===== config.mk =====
export PLATFORM = sky130hd
export DESIGN_NAME = averaged_thermostat_relay_unit
export DESIGN_NICKNAME = d
export VERILOG_FILES = /design/src/rtl/atr_pkg.sv /design/src/rtl/averaged_thermostat_relay_unit.sv /design/src/rtl/atr_window.sv
export VERILOG_INCLUDE_DIRS = /design/src /design/src/rtl
export SDC_FILE = /design/constraint.sdc
export NUM_CORES = 1
export LEC_CHECK = 0
export BUFFER_PORTS_ARGS = -buffer_cell sky130_fd_sc_hd__buf_4
export CORE_MARGIN = 1.5
export CORE_UTILIZATION = 67
export DETAILED_ROUTE_END_ITERATION = 6
export GPL_TIMING_DRIVEN = 1
export PLACE_DENSITY = 0.84
export SYNTH_ARGS = -nofsm -noshare
export SYNTH_HDL_FRONTEND = slang
export SYNTH_SLANG_ARGS = --single-unit

===== constraint.sdc =====
create_clock -name clock -period 13.95 [get_ports clock]
set_input_delay 1.395 -clock clock [delete_from_list [all_inputs] [get_ports clock]]
set_output_delay 1.395 -clock clock [all_outputs]
set_load 0.01 [all_outputs]

===== src/rtl/averaged_thermostat_relay_unit_macros.svh =====
// assertion macros for the averaged thermostat relay unit
`ifndef AVERAGED_THERMOSTAT_RELAY_UNIT_MACROS_SVH
`define AVERAGED_THERMOSTAT_RELAY_UNIT_MACROS_SVH
`ifndef SYNTH
// checked while reset is low
`define ATR_ASSERT(label, clk, rst, prop, msg) \
   label: assert property (@(posedge clk) disable iff (rst) prop) else $error(msg);
// checked at every edge, reset included
`define ATR_ASSERT_ALWAYS(label, clk, prop, msg) \
   label: assert property (@(posedge clk) prop) else $error(msg);
`else
`define ATR_ASSERT(label, clk, rst, prop, msg)
`define ATR_ASSERT_ALWAYS(label, clk, prop, msg)
`endif
`endif


===== src/rtl/atr_pkg.sv =====
// shared types and constants of the averaged thermostat relay unit
`timescale 1ns / 1ps
package atr_pkg;

   localparam int SAMPLE_W   = 10;
   localparam int TEMP_W     = 13;
   localparam int SETPOINT_W = 10;
   localparam int BAND_W     = 7;
   localparam int STARTUP_W  = 5;
   localparam int RELEASE_W  = 16;
   localparam int CSR_DATA_W = 32;
   localparam int CSR_ADDR_W = 4;
   localparam int REG_IDX_W  = 2;

   // temperature = floor(sum * 1000 / 4100) = floor(sum * 10 / 41)
   // computed as (sum * 10 * ceil(2^26 / 41)) >> 26, exact for sum * 10 < 2^20
   localparam int SCALE_MULT_W = 24;
   localparam logic [SCALE_MULT_W-1:0] SCALE_MULT = 24'd16368020;
   localparam int SCALE_SHIFT = 26;
   localparam logic [TEMP_W-1:0] TEMP_MAX = 13'd8191;

   localparam logic [SETPOINT_W-1:0] SETPOINT_RESET = 10'd250;
   localparam logic [BAND_W-1:0]     BAND_RESET     = 7'd10;

   localparam logic [REG_IDX_W-1:0] REG_SETPOINT = 2'd0;
   localparam logic [REG_IDX_W-1:0] REG_BAND     = 2'd1;
   localparam logic [REG_IDX_W-1:0] REG_ENABLE   = 2'd2;

   // per-request control carried down the pipeline
   typedef struct packed {
      logic eval;   // relay is evaluated for this request
      logic done;   // startup hold elapsed after this request
   } tick_flags_type;

endpackage


===== src/rtl/averaged_thermostat_relay_unit.sv =====
// top level of the averaged thermostat relay unit
`timescale 1ns / 1ps
// pipeline: 3 register stages (sum, scale multiply, relay); last stage drives rsp_valid
// throughput: one request per cycle unless stalled; each stage holds one request
//   and moves on when the stage after it is empty or moving, so stalls only back up as
//   far as needed
// reset (synchronous, active high): history and sum to zero, startup hold reloaded,
//   relay off, registers back to setpoint 250, band 10, relay disabled
`include "averaged_thermostat_relay_unit_macros.svh"
module averaged_thermostat_relay_unit #(
   parameter int WINDOW        = 20,
   parameter int STARTUP_TICKS = 30
) (
   input  logic                            clock,
   input  logic                            reset,
   // request channel
   input  logic                            req_valid,
   output logic                            req_ready,
   input  logic [atr_pkg::SAMPLE_W-1:0]    req_sample,
   // result channel
   output logic                            rsp_valid,
   input  logic                            rsp_ready,
   output logic [atr_pkg::TEMP_W-1:0]      rsp_temperature,
   output logic                            rsp_relay_on,
   output logic                            rsp_startup_done,
   // register port
   input  logic                            psel,
   input  logic                            penable,
   input  logic                            pwrite,
   input  logic [atr_pkg::CSR_ADDR_W-1:0]  paddr,
   input  logic [atr_pkg::CSR_DATA_W-1:0]  pwdata,
   output logic [atr_pkg::CSR_DATA_W-1:0]  prdata,
   output logic                            pready
);
   import atr_pkg::*;

   localparam int SUM_W  = $clog2(WINDOW * ((1 << SAMPLE_W) - 1) + 1);
   localparam int PROD_W = SUM_W + SCALE_MULT_W;
   localparam int QUOT_W = PROD_W - SCALE_SHIFT;

   // ---------------- register port ----------------
   logic [SETPOINT_W-1:0] setpoint_ff;
   logic [BAND_W-1:0]     band_ff;
   logic                  enable_ff;
   logic                  csr_write;
   logic [REG_IDX_W-1:0]  csr_idx;

   assign pready    = 1'b1;
   assign csr_write = psel && penable && pwrite && pready;
   assign csr_idx   = paddr[CSR_ADDR_W-1:2];

   always_ff @(posedge clock) begin
      if (reset) begin
         setpoint_ff <= SETPOINT_RESET;
         band_ff     <= BAND_RESET;
         enable_ff   <= 1'b0;
      end else if (csr_write) begin
         unique case (csr_idx)
            REG_SETPOINT: setpoint_ff <= pwdata[SETPOINT_W-1:0];
            REG_BAND:     band_ff     <= pwdata[BAND_W-1:0];
            REG_ENABLE:   enable_ff   <= pwdata[0];
            default:      ;  // unmapped address, write dropped
         endcase
      end
   end

   always_comb begin
      unique case (csr_idx)
         REG_SETPOINT: prdata = CSR_DATA_W'(setpoint_ff);
         REG_BAND:     prdata = CSR_DATA_W'(band_ff);
         REG_ENABLE:   prdata = CSR_DATA_W'(enable_ff);
         default:      prdata = '0;
      endcase
   end

   // ---------------- stage flow control ----------------
   logic v1_ff, v2_ff, v3_ff;
   logic adv1, adv2, adv3;
   logic load2, load3;
   logic req_take;

   assign adv3      = !v3_ff || rsp_ready;
   assign load3     = v2_ff && adv3;
   assign adv2      = !v2_ff || adv3;
   assign load2     = v1_ff && adv2;
   assign adv1      = !v1_ff || adv2;
   assign req_ready = adv1;
   assign req_take  = req_valid && req_ready;

   // ---------------- stage 1: window sum and startup hold ----------------
   logic [SUM_W-1:0]     window_sum;
   logic [STARTUP_W-1:0] startup_left_ff;
   logic [STARTUP_W-1:0] startup_left_in;
   tick_flags_type       flags1_ff;
   tick_flags_type       flags1_in;

   atr_window #(
      .WINDOW(WINDOW)
   ) u_window (
      .clock      (clock),
      .reset      (reset),
      .push       (req_take),
      .sample     (req_sample),
      .window_sum (window_sum)
   );

   // the request that ends the hold does not evaluate the relay yet
   always_comb begin
      if (startup_left_ff == '0) begin
         startup_left_in = startup_left_ff;
         flags1_in.eval  = 1'b1;
         flags1_in.done  = 1'b1;
      end else begin
         startup_left_in = startup_left_ff - STARTUP_W'(1);
         flags1_in.eval  = 1'b0;
         flags1_in.done  = (startup_left_ff == STARTUP_W'(1));
      end
   end

   always_ff @(posedge clock) begin
      if (reset) begin
         v1_ff           <= 1'b0;
         startup_left_ff <= STARTUP_W'(STARTUP_TICKS);
      end else begin
         if (req_take) begin
            v1_ff           <= 1'b1;
            startup_left_ff <= startup_left_in;
         end else if (adv1) begin
            v1_ff <= 1'b0;
         end
      end
      if (req_take) begin
         flags1_ff <= flags1_in;
      end
   end

   // ---------------- stage 2: scale by reciprocal multiply ----------------
   logic [PROD_W-1:0] prod_ff;
   logic [PROD_W-1:0] prod_in;
   tick_flags_type    flags2_ff;

   assign prod_in = PROD_W'(window_sum) * PROD_W'(SCALE_MULT);

   always_ff @(posedge clock) begin
      if (reset) begin
         v2_ff <= 1'b0;
      end else if (adv2) begin
         v2_ff <= v1_ff;
      end
      if (load2) begin
         prod_ff   <= prod_in;
         flags2_ff <= flags1_ff;
      end
   end

   // ---------------- stage 3: saturate, hysteresis relay, result ----------------
   logic [QUOT_W-1:0]    quot;
   logic [TEMP_W-1:0]    temp_in;
   logic [RELEASE_W-1:0] release_lvl;
   logic [TEMP_W-1:0]    temp_ff;
   logic                 done_ff;
   logic                 relay_ff;
   logic                 relay_in;

   assign quot = prod_ff[PROD_W-1:SCALE_SHIFT];

   // large windows can overflow the 13-bit reading, so clamp
   always_comb begin
      if (32'(quot) > 32'(TEMP_MAX)) begin
         temp_in = TEMP_MAX;
      end else begin
         temp_in = TEMP_W'(quot);
      end
   end

   // release threshold wraps modulo 2^16 when band exceeds setpoint
   assign release_lvl = RELEASE_W'(setpoint_ff) - RELEASE_W'(band_ff);

   always_comb begin
      relay_in = relay_ff;
      if (flags2_ff.eval) begin
         if (!enable_ff) begin
            relay_in = 1'b0;
         end else if (RELEASE_W'(temp_in) >= RELEASE_W'(setpoint_ff)) begin
            relay_in = 1'b1;
         end else if (RELEASE_W'(temp_in) <= release_lvl) begin
            relay_in = 1'b0;
         end
      end
   end

   always_ff @(posedge clock) begin
      if (reset) begin
         v3_ff    <= 1'b0;
         relay_ff <= 1'b0;
      end else begin
         if (adv3) begin
            v3_ff <= v2_ff;
         end
         if (load3) begin
            relay_ff <= relay_in;
         end
      end
      if (load3) begin
         temp_ff <= temp_in;
         done_ff <= flags2_ff.done;
      end
   end

   // relay level only changes when a new result loads, so it is the result bit
   assign rsp_valid        = v3_ff;
   assign rsp_temperature  = temp_ff;
   assign rsp_relay_on     = relay_ff;
   assign rsp_startup_done = done_ff;

   // ---------------- checks ----------------
   `ATR_ASSERT(a_relay_after_hold, clock, reset,
      relay_ff |-> (startup_left_ff == '0), "relay on during startup hold")
   `ATR_ASSERT(a_relay_implies_done, clock, reset,
      (rsp_valid && rsp_relay_on) |-> rsp_startup_done, "relay on before startup done")
   `ATR_ASSERT_ALWAYS(a_reset_clears, clock,
      $past(reset) |-> (!rsp_valid && !v1_ff && !v2_ff &&
         (startup_left_ff == STARTUP_W'(STARTUP_TICKS))), "pipeline not cleared by reset")

endmodule


===== src/rtl/atr_window.sv =====
// sample history shift line and running window sum
`timescale 1ns / 1ps
module atr_window #(
   parameter int WINDOW = 20,
   localparam int SUM_W = $clog2(WINDOW * ((1 << atr_pkg::SAMPLE_W) - 1) + 1)
) (
   input  logic                          clock,
   input  logic                          reset,
   input  logic                          push,
   input  logic [atr_pkg::SAMPLE_W-1:0]  sample,
   output logic [SUM_W-1:0]              window_sum
);
   import atr_pkg::*;

   logic [SAMPLE_W-1:0] ring_ff [WINDOW];
   logic [SUM_W-1:0]    sum_ff;
   logic [SUM_W-1:0]    sum_in;

   // oldest sample drops off the far end
   assign sum_in = sum_ff - SUM_W'(ring_ff[WINDOW-1]) + SUM_W'(sample);

   always_ff @(posedge clock) begin
      if (reset) begin
         for (int i = 0; i < WINDOW; i++) begin
            ring_ff[i] <= '0;
         end
         sum_ff <= '0;
      end else if (push) begin
         ring_ff[0] <= sample;
         for (int i = 1; i < WINDOW; i++) begin
            ring_ff[i] <= ring_ff[i-1];
         end
         sum_ff <= sum_in;
      end
   end

   assign window_sum = sum_ff;

endmodule

# Word level (Yosys, flattened, before mapping)
# Memories as Yosys holds them, arrays and structs flattened.
# Cells that the tools add are included.
dict set report totals {
  register_bits 97
  latch_bits 0
  ram_bits 200
  romBits 0
  inputBits 53
  out_inout_bits 50
  word_cells 100
  memories 1
}
# memory words word_bits rd rd_ports_with_merged_regs write_ports line
set mem_list {}
lappend mem_list {u_window.ring_ff 20 10 20 0 20 atr_window.sv:15} ;# logic [SAMPLE_W-1:0] ring_ff [WINDOW];
dict set report classes {
  n_addsub 4
  n_mul 1
  div_mod_pow 0
  order_cmp 2
  n_eq_ne 4
  shifts 0
  muxes 32
  n_bitwise 21
  reduce_logical 19
}
# op count
set ops {}
lappend ops {{$mux 10} 20}
lappend ops {{$mul 15x22->37 const B} 1}
lappend ops {{$pmux 10 s3} 1}
lappend ops {{$or 1x1->1} 20}
lappend ops {{$le 13x16->1} 1}
lappend ops {{$add 15x10->15} 1}
lappend ops {{$sub 15x10->15} 1}
lappend ops {{$ge 13x10->1} 1}
lappend ops {{$sub 10x7->11} 1}
lappend ops {{$mux 1} 10}
lappend ops {{$reduce_and 2->1} 4}
lappend ops {{$eq 5x1->1 const B} 1}
lappend ops {{$logic_and 1x1->1} 5}
lappend ops {{$logic_not 5->1} 1}
lappend ops {{$sub 5x1->5 const B} 1}
lappend ops {{$logic_not 1->1} 3}
lappend ops {{$logic_or 1x1->1} 3}
lappend ops {{$ne 3x1->1 const B} 1}
lappend ops {{$reduce_and 3->1} 1}
lappend ops {{$eq 2x1->1 const B} 1}
lappend ops {{$eq 2x2->1 const B} 1}
lappend ops {{$logic_not 2->1} 1}
lappend ops {{$mux 2} 1}
lappend ops {{$reduce_bool 2->1} 1}
lappend ops {{$not 1->1} 1}

# Logic depth before layout (Yosys ltp)
# Gate-level depths: netlist of the first run.
dict set report depth {
  ltp_word 9
  mapped_depth 21
  ltp_nobuf 21
}

# Hierarchy
# Synthesis of the first run repeated with hierarchy kept, for this count alone.
dict set report unflattened {
  cells_unflattened 1468
  hier_area_um2 17315.4
}
# module instances cells_per_inst area_per_inst_um2 seq_area_each_um2
set modules_own_cells {}
lappend modules_own_cells {atr_window 1 613 8866.0 6306.0}
lappend modules_own_cells {averaged_thermostat_relay_unit 1 855 8449.4 1471.4}

# Worst setup path before layout of the first run
# OpenSTA, ideal clock, no wires.
dict set report synth_path {
  path_type {in2reg}
  from {input port rsp_ready}
  to {memory u_window.ring_ff[0][0], enable pin}
  setup_ns 0.552
  arrival_time_ns 5.856
  t_required_ns 13.398
  path_slack_ns 7.542
  cell_stages 6
  n_path_buf 0
  cell_sequence {nor2b_1 > nand3_1 > nand2_1 > clkinv_1 > nor2_1 > inv_1}
}
# item line
set synth_lines {}
lappend synth_lines {{start: declaration} averaged_thermostat_relay_unit.sv:22} ;# input logic rsp_ready,
lappend synth_lines {{end: declaration} atr_window.sv:15}

# Worst setup path in the final report of the first run
dict set report layout_path {
  from {register u_window.sum_ff[6], in the netlist u_window.window_sum[6]}
  to {register prod_ff[38] (data pin)}
}
dict set report layout_between {
  elab_chain_cells 1
}
# item line
set layout_rtl {}
lappend layout_rtl {{start: declaration} atr_window.sv:16} ;# logic [SUM_W-1:0] sum_ff;
lappend layout_rtl {{start signal: assignment} atr_window.sv:33} ;# sum_ff <= sum_in;
lappend layout_rtl {{$mul 15x22->37} averaged_thermostat_relay_unit.sv:142} ;# assign prod_in = PROD_W'(window_sum) * PROD_W'(SCALE_MULT);
lappend layout_rtl {{via prod_in[38]} averaged_thermostat_relay_unit.sv:139} ;# logic [PROD_W-1:0] prod_in;
lappend layout_rtl {{end signal: assignment} averaged_thermostat_relay_unit.sv:151} ;# prod_ff <= prod_in;
lappend layout_rtl {{end: declaration} averaged_thermostat_relay_unit.sv:138} ;# logic [PROD_W-1:0] prod_ff;
# The timed path passes the listed nets, and every way through them passes these cells.
# A chain may end at the register's enable or synchronous reset.

==> results.md, run 1 <==
* Crit path kind: flop to flop
* CTS Buf Count at 28
* Clk sinks at 273
* Clock buffer depth at 3
* Gpl congestion at 0.887
* Router iterations before antenna repair at 7
* Post-route ant nets at 0
* GR Util met3 at 4.19%
* Via count at 9,820
* Die ar. at 26,200 um^2
* Vias in the first global route at 10,400
* Worst slew pin tran at 0.952 ns
* Crit path required time at 14.23 ns
* CP Max Fanout at 8
* Most used routing layer: met2
* CTS Root Cell: clkbuf_16
* Post-Place Cells at 1,759
* Pin count of the biggest net entering global routing at 126
* Resize count post-CTS at 0
* Outcome: completed
* Slew Limit Headroom at 36.5%
* Distinct cell type count after synthesis at 54
* IO buf count at 55
* Antenna diodes at 0
* Sequential area share after synthesis at 46.1%
* CP max stage cell: dfxtp_1
* Fin util at 75.3%
* Share of cells above drive strength 1 at 8.14%
* Final setup TNS at 0 ns
* Cts-stage hold buffer count at 0
* Clk_lat worst skew at 0.55 ns
* # setup viols final at 0
* CTS tree: done
* Critical Path, Cell by Cell: inv_1 -> fa_1 -> inv_1 -> ha_1 -> fa_1 -> fa_1 -> inv_1 -> fa_1 -> inv_1 -> fa_1 -> ha_1 -> a21o_1 -> a21o_1 -> a211oi_4 -> o22ai_4 -> a2111oi_4 -> nor3_2 -> a2111oi_2 -> xnor2_1
* Netlist Area Pre-Place at 16,900 um^2
* Starting Density at 68.8%
* Non-Filler Instances at 1,811
* Chip height at 162 um
* Core box area at 24,500 um^2
* Dpl hpwl at 21,200 um
* Post-Syn Instances at 1,408
* Most frequent cells in the layout: inv_1, edfxtp_1, ha_1
* Top Ports at 103
* EDFF count, synth at 231
* Die X at 162 um
* Crit path time final at 6.34 ns
* FFs w/ async S/R, synth at 0%
* Filler cell count at 1,572
* CP peak stage delay at 0.61 ns
* Detailed Route Iter0 Violations at 491
* Cell seen most often among critical-path stages: fa_1
* Fin. Hold Viols at 0
* Crit path DAT at 6.62 ns
* Met2 Use GR at 41.0%
* CP startpoint kind: flop
* GRT Util Overall at 24.5%
* Synthesis Warnings at 0
* Buf/Inv on CP at 4
* Commonest non-fill, non-tap cell in the layout: inv_1
* Met1 usage at 33.6%
* Total overflow reported by the global router at 0
* Final worst-path cycle share at 45.5%
* Syn Area/Cell at 12.0 um^2
* Net count reported at finish at 1,818
* Main synth FF type: edfxtp_1
* Initial antenna violation count at 0
* Post-DR vias/cell at 5.42
* Htree depth at 1
* Fin. max-slew vios at 0
* Hold Crit Class: flop to flop
* Worst Setup End Kind: flop
* Worst Skew at 0.0143 ns
* First-pass GRT wire length at 51,000 um
* Area Growth Syn to Fin at 9.46%
* Number of synthesized register bits at 273
* WL final at 30,300 um
* Max Cap Viol at 0
* Rows at 57
* Critical path's top delay family: adder cells
* RSZ-0062 raised after global routing: false
* Total setup buffers inserted after CTS at 0
* Max Fclk at 158 MHz
* Routed len/inst at 16.8 um
* CTS clock-pin slew for the worst setup and hold paths at 0.06 ns
* DRC viols at 0
-- worst register-to-register path: stages, from the launching register on --
cell and delay (ns):
dfxtp_1 0.61, inv_1 0.27, fa_1 0.59, inv_1 0.09
ha_1 0.25, fa_1 0.50, fa_1 0.50, inv_1 0.06
fa_1 0.52, inv_1 0.05, fa_1 0.45, ha_1 0.32
a21o_1 0.16, a21o_1 0.20, a211oi_4 0.30, o22ai_4 0.16
a2111oi_4 0.43, nor3_2 0.11, a2111oi_2 0.41, xnor2_1 0.10
-- cell type report --
class	instances	area, um^2	area share, %
clock buffers	35	768	4.16
well taps	324	405	2.19
inverters	245	927	5.02
repair buffers	63	473	2.56
clock inverters	17	156	0.846
flip-flops and latches	273	7780	42.1
multi-input cells	854	7970	43.1
-- synthesized netlist by cell type (all sizes together) (2+ instances only) --
| library cell | count | share of area (%) |
|---|---|---|
| a2111o | 2 | 0.13 |
| a2111oi | 4 | 0.36 |
| a211o | 10 | 0.52 |
| a211oi | 7 | 0.46 |
| a21boi | 6 | 0.27 |
| a21o | 13 | 0.59 |
| a21oi | 39 | 1.2 |
| a22o | 2 | 0.10 |
| a31oi | 6 | 0.22 |
| and2 | 173 | 6.4 |
| and3 | 4 | 0.15 |
| buf | 27 | 1.1 |
| clkbuf | 30 | 0.67 |
| conb | 2 | 0.044 |
| dfxtp | 42 | 5.0 |
| edfxtp | 231 | 41 |
| fa | 107 | 13 |
| ha | 193 | 14 |
| inv | 244 | 5.4 |
| mux2i | 14 | 0.83 |
| nand2 | 31 | 0.69 |
| nand2b | 3 | 0.11 |
| nand3 | 8 | 0.24 |
| nand4 | 8 | 0.30 |
| nor2 | 54 | 1.2 |
| nor2b | 29 | 1.1 |
| nor3 | 22 | 0.68 |
| nor3b | 3 | 0.13 |
| o211ai | 2 | 0.089 |
| o21a | 10 | 0.44 |
| o21ai | 27 | 0.80 |
| o21bai | 3 | 0.13 |
| or2 | 3 | 0.11 |
| or3 | 3 | 0.11 |
| or4 | 2 | 0.089 |
| xnor2 | 29 | 1.5 |
| xor2 | 5 | 0.26 |
-- per-layer routing --
metal	share of wire [%]	vias up	wire [um]
li1	-	4736	-
met1	45	4821	13600
met2	48	205	14600
met3	4.7	58	1420
met4	2.3	0	697
met5	0	-	0
-- registers in the layout (all words and copies together) (netlist names), 5 cells and up --
name and flops:
prod_ff 13, u_window.window_sum 15, u_window.ring_ff 200, setpoint_ff 10
band_ff 7, rsp_temperature 13, startup_left_ff 5
-- cell families after synthesis --
logic type,share of synthesized area (%)
AO/OA/AOI/OAI,5.59
XOR/XNOR,1.76
adder cells (fa/ha/maj),27.0
buffers and inverters,7.23
flip-flops,46.1
multiplexers,0.830
other,0.0445
AND/OR/NAND/NOR,11.5
-- metrics by stage --
| step | hold WS [ns] | setup slack, ns | area, um^2 |
|---|---|---|---|
| after floorplan | 0.400 | 7.54 | 17000 |
| after global placement | 0.402 | 7.77 | 17600 |
| after detailed placement | 0.407 | 7.63 | 17600 |
| after CTS | 0.422 | 7.62 | 18500 |
| after global routing | 0.427 | 7.33 | 18500 |
| final | 0.420 | 7.61 | 18500 |
-- path summary, 6_finish.rpt --
kind / start / to / slack (ns) / cells past startpoint
setup / recovery: u_window.window_sum[6] / prod_ff[38] / 7.61 / 19
hold / removal: flags1_ff[1] / flags2_ff[1] / 0.42 / 0
setup reg to reg: u_window.window_sum[6] / prod_ff[38] / 7.61 / 19
hold reg to reg: flags1_ff[1] / flags2_ff[1] / 0.42 / 0
Power of run 1 is left out: the tool's default activity adds up to more than one toggle a clock period on the data nets, which glitch-free logic cannot reach.
==> inputs of run 2 (changes only) <==
--- a/config.mk
+++ b/config.mk
@@ -6,12 +6,13 @@
 export SDC_FILE = /design/constraint.sdc
 export NUM_CORES = 1
 export LEC_CHECK = 0
+export ABC_AREA = 1
 export BUFFER_PORTS_ARGS = -buffer_cell sky130_fd_sc_hd__buf_4
 export CORE_MARGIN = 1.5
-export CORE_UTILIZATION = 67
+export CORE_UTILIZATION = 62
 export DETAILED_ROUTE_END_ITERATION = 6
 export GPL_TIMING_DRIVEN = 1
-export PLACE_DENSITY = 0.84
+export PLACE_DENSITY = 0.78
 export SYNTH_ARGS = -nofsm -noshare
 export SYNTH_HDL_FRONTEND = slang
 export SYNTH_SLANG_ARGS = --single-unit
==> constraint.sdc (replaced) <==
create_clock -name clock -period 6.4 [get_ports clock]
set_input_delay 0.64 -clock clock [delete_from_list [all_inputs] [get_ports clock]]
set_output_delay 0.64 -clock clock [all_outputs]
set_load 0.01 [all_outputs]
==> run 2 against run 1 <==
Non-clock buffer count fell by 5. Register-to-register slack got worse by 6.7 ns. Synthesized cell count rose by 31%. Clock skew rose by 0.0093 ns. Routed wire length rose by 10%. Clock-buffer cell count fell by 1. Global-route usage fell by 1.5 points. Die area rose by 14%. Final cell count rose by 27%. Largest cell class unchanged. Highest routed layer unchanged.
==> results.md, run 2 <==
* Outcome: completed
* Worst Hold Margin at 0.309 ns (-0.111 ns)
* IO buf count at 55 (unchanged)
* Router iterations before antenna repair at 5 (-2)
* Fin. max-slew vios at 0 (unchanged)
* CTS tree: done
* Total setup buffers inserted after CTS at 0 (unchanged)
* Largest register FFs at 200 (unchanged)
* Mux share of post-synthesis cell area at 0% (-0.83 points)
* Worst Setup End Kind: flop
* Final setup TNS at 0 ns (unchanged)
* Die ar. at 29,800 um^2 (+14%)
* Total overflow reported by the global router at 0 (unchanged)
* Net count reported at finish at 2,249 (+24%)
* Post-Syn Instances at 1,838 (+31%)
* Final instance area at 19,500 um^2 (+5.6%)
* Die X at 173 um (+6.8%)
* Top Ports at 103 (unchanged)
* GRT Util Overall at 23.0% (-1.5 points)
* Placed Area at 18,500 um^2 (+5.7%)
* Cts-stage hold buffer count at 0 (unchanged)
* Count leader, synth: inv_1
* CTS Buf Count at 28 (unchanged)
* CP Max Fanout at 8 (unchanged)
* Crit path DAT at 5.86 ns (-0.76 ns)
* Via count at 11,600 (+18%)
* Dpl hpwl at 24,800 um (+17%)
* Vias in the first global route at 11,800 (+13%)
* EDFF count, synth at 231 (unchanged)
* Max Cap Viol at 0 (unchanged)
* Fin. Hold Viols at 0 (unchanged)
* Distinct cell type count after synthesis at 44 (-19%)
* DRC viols at 0 (unchanged)
* Crit path required time at 6.72 ns (-7.51 ns)
* Rows at 61 (+7.0%)
* Pin count of the biggest net entering global routing at 168 (+33%)
* Post-Place Cells at 2,244 (+28%)
* First-pass GRT wire length at 56,000 um (+9.8%)
* Post-route ant nets at 0 (unchanged)
* Netlist Area Pre-Place at 17,900 um^2 (+5.8%)
* Post-synthesis simple-gate area fraction at 11.6% (+0.11 points)
* Crit path time final at 5.54 ns (-0.805 ns)
* Htree depth at 1 (unchanged)
* CP startpoint kind: flop
* XOR/XNOR Fraction of Synth Area at 0.981% (-0.78 points)
* Max Fclk at 181 MHz (+15%)
* Area Growth Syn to Fin at 9.31%
* Starting Density at 63.6% (-5.2 points)
* Synth top cells by count: inv_1, nor2_1, edfxtp_1
* Antenna diodes at 0 (unchanged)
* Chip height at 173 um (+6.8%)
* Routed len/inst at 14.6 um (-13%)
* Synthesis Warnings at 0 (unchanged)
* Yosys top cell area share at 38.8% (-2.2 points)
* Gpl congestion at 0.939 (+5.8%)
* RSZ-0062 raised after global routing: false
* Crit path kind: flop to flop
* Worst Skew at 0.0237 ns (+0.00932 ns)
* Clk_lat worst skew at 0.56 ns (about the same)
* Share of cells above drive strength 1 at 6.88% (-1.3 points)
* Resize count post-CTS at 0 (unchanged)
* WL final at 33,500 um (+10%)
* Largest reg by FF count: u_window.ring_ff
* Most frequent cells in the layout: inv_1, nor2_1, edfxtp_1
* Initial antenna violation count at 0 (unchanged)
* Sequential area share after synthesis at 43.5% (-2.5 points)
* FFs w/ async S/R, synth at 0% (unchanged)
* Worst slew pin tran at 1.16 ns (+0.203 ns)
* Compound-Gate Fraction of Synth Area at 6.03% (+0.44 points)
* Synth area leader: edfxtp_1
* Main synth FF type: edfxtp_1
* Post-DR vias/cell at 5.05 (-6.9%)
* CTS clock-pin slew for the worst setup and hold paths at 0.06 ns (about the same)
* Final worst-path cycle share at 86.5% (+41 points)
* Largest family of logic cells by synthesized area: adder cells
* Syn Area/Cell at 9.72 um^2 (-19%)
* Detailed Route Iter0 Violations at 791 (+61%)
* Clk sinks at 273 (unchanged)
* Non-Filler Instances at 2,296 (+27%)
* CTS Root Cell: clkbuf_16
* Core box area at 28,100 um^2 (+14%)
* Adder-cell area share of the yosys netlist at 25.5% (-1.5 points)
* Number of synthesized register bits at 273 (unchanged)
* Commonest non-fill, non-tap cell in the layout: inv_1
* # setup viols final at 0 (unchanged)
* Synth area leaders: edfxtp_1, ha_1, fa_1, inv_1, nor2_1
* Slew Limit Headroom at 23.0% (-14 points)
* Clock buffer depth at 3 (unchanged)
* Hold Crit Class: input pin to flop
-- run 2: critical path: stages, from the launching register on --
cell	delay (ns)
dfxtp_1	0.44
fa_1	0.71
inv_1	0.11
fa_1	0.59
fa_1	0.44
fa_1	0.48
inv_1	0.06
fa_1	0.53
inv_1	0.06
fa_1	0.53
inv_1	0.05
ha_1	0.33
nand2_1	0.08
nor2_1	0.16
nand3_1	0.15
nor2_2	0.12
nand3_1	0.10
nand3_2	0.14
nand3_1	0.11
nand3_1	0.09
nand2_1	0.05
-- run 2: cell families (layout without fill, tap and decap cells) --
| kind of cell | count (synthesis) | in the layout |
|---|---|---|
| AND/OR/NAND/NOR | 503 | 503 |
| XOR/XNOR | 20 | 20 |
| other | 2 | 23 |
| flip-flops | 273 | 273 |
| AO/OA/AOI/OAI | 188 | 188 |
| buffers and inverters | 552 | 611 |
| adder cells (fa/ha/maj) | 300 | 300 |
-- run 2: through the flow --
stage / worst slack (ns) / utilization, %
after detailed placement: 0.879 / 66.0
after global routing: 0.613 / 69.5
after CTS: 0.860 / 69.5
after floorplan: 1.31 / -
after global placement: 0.943 / 66.0
final: 0.864 / 69.5
-- run 2: final cells by class --
class,instances,area (um^2)
Inverter,501,1890
Tap cell,378,473
Timing Repair Buffer,58,435
Fill cell,2115,8560
Multi-Input combinational cell,1034,7970
Clock buffer,34,723
Sequential cell,273,7780
Clock inverter,18,253
-- run 2: final timing paths --
check | start | depth (start not counted) | endpoint | slack (ns)
max | u_window.window_sum[3] | 20 | prod_ff[35] | 0.86
min | pwdata[7] | 3 | setpoint_ff[7] | 0.31
max reg2reg | u_window.window_sum[3] | 20 | prod_ff[35] | 0.86
min reg2reg | flags1_ff[0] | 0 | flags2_ff[0] | 0.42
-- run 2: routing by layer --
metal | track usage, % | up-vias | wire length [um]
li1 | - | 5823 | -
met2 | 39.7 | 252 | 16300
met1 | 30.4 | 5447 | 14900
met3 | 3.21 | 65 | 1420
met5 | 0 | - | 0
met4 | 6.74 | 0 | 923
Power of run 2 is left out for the same reason.
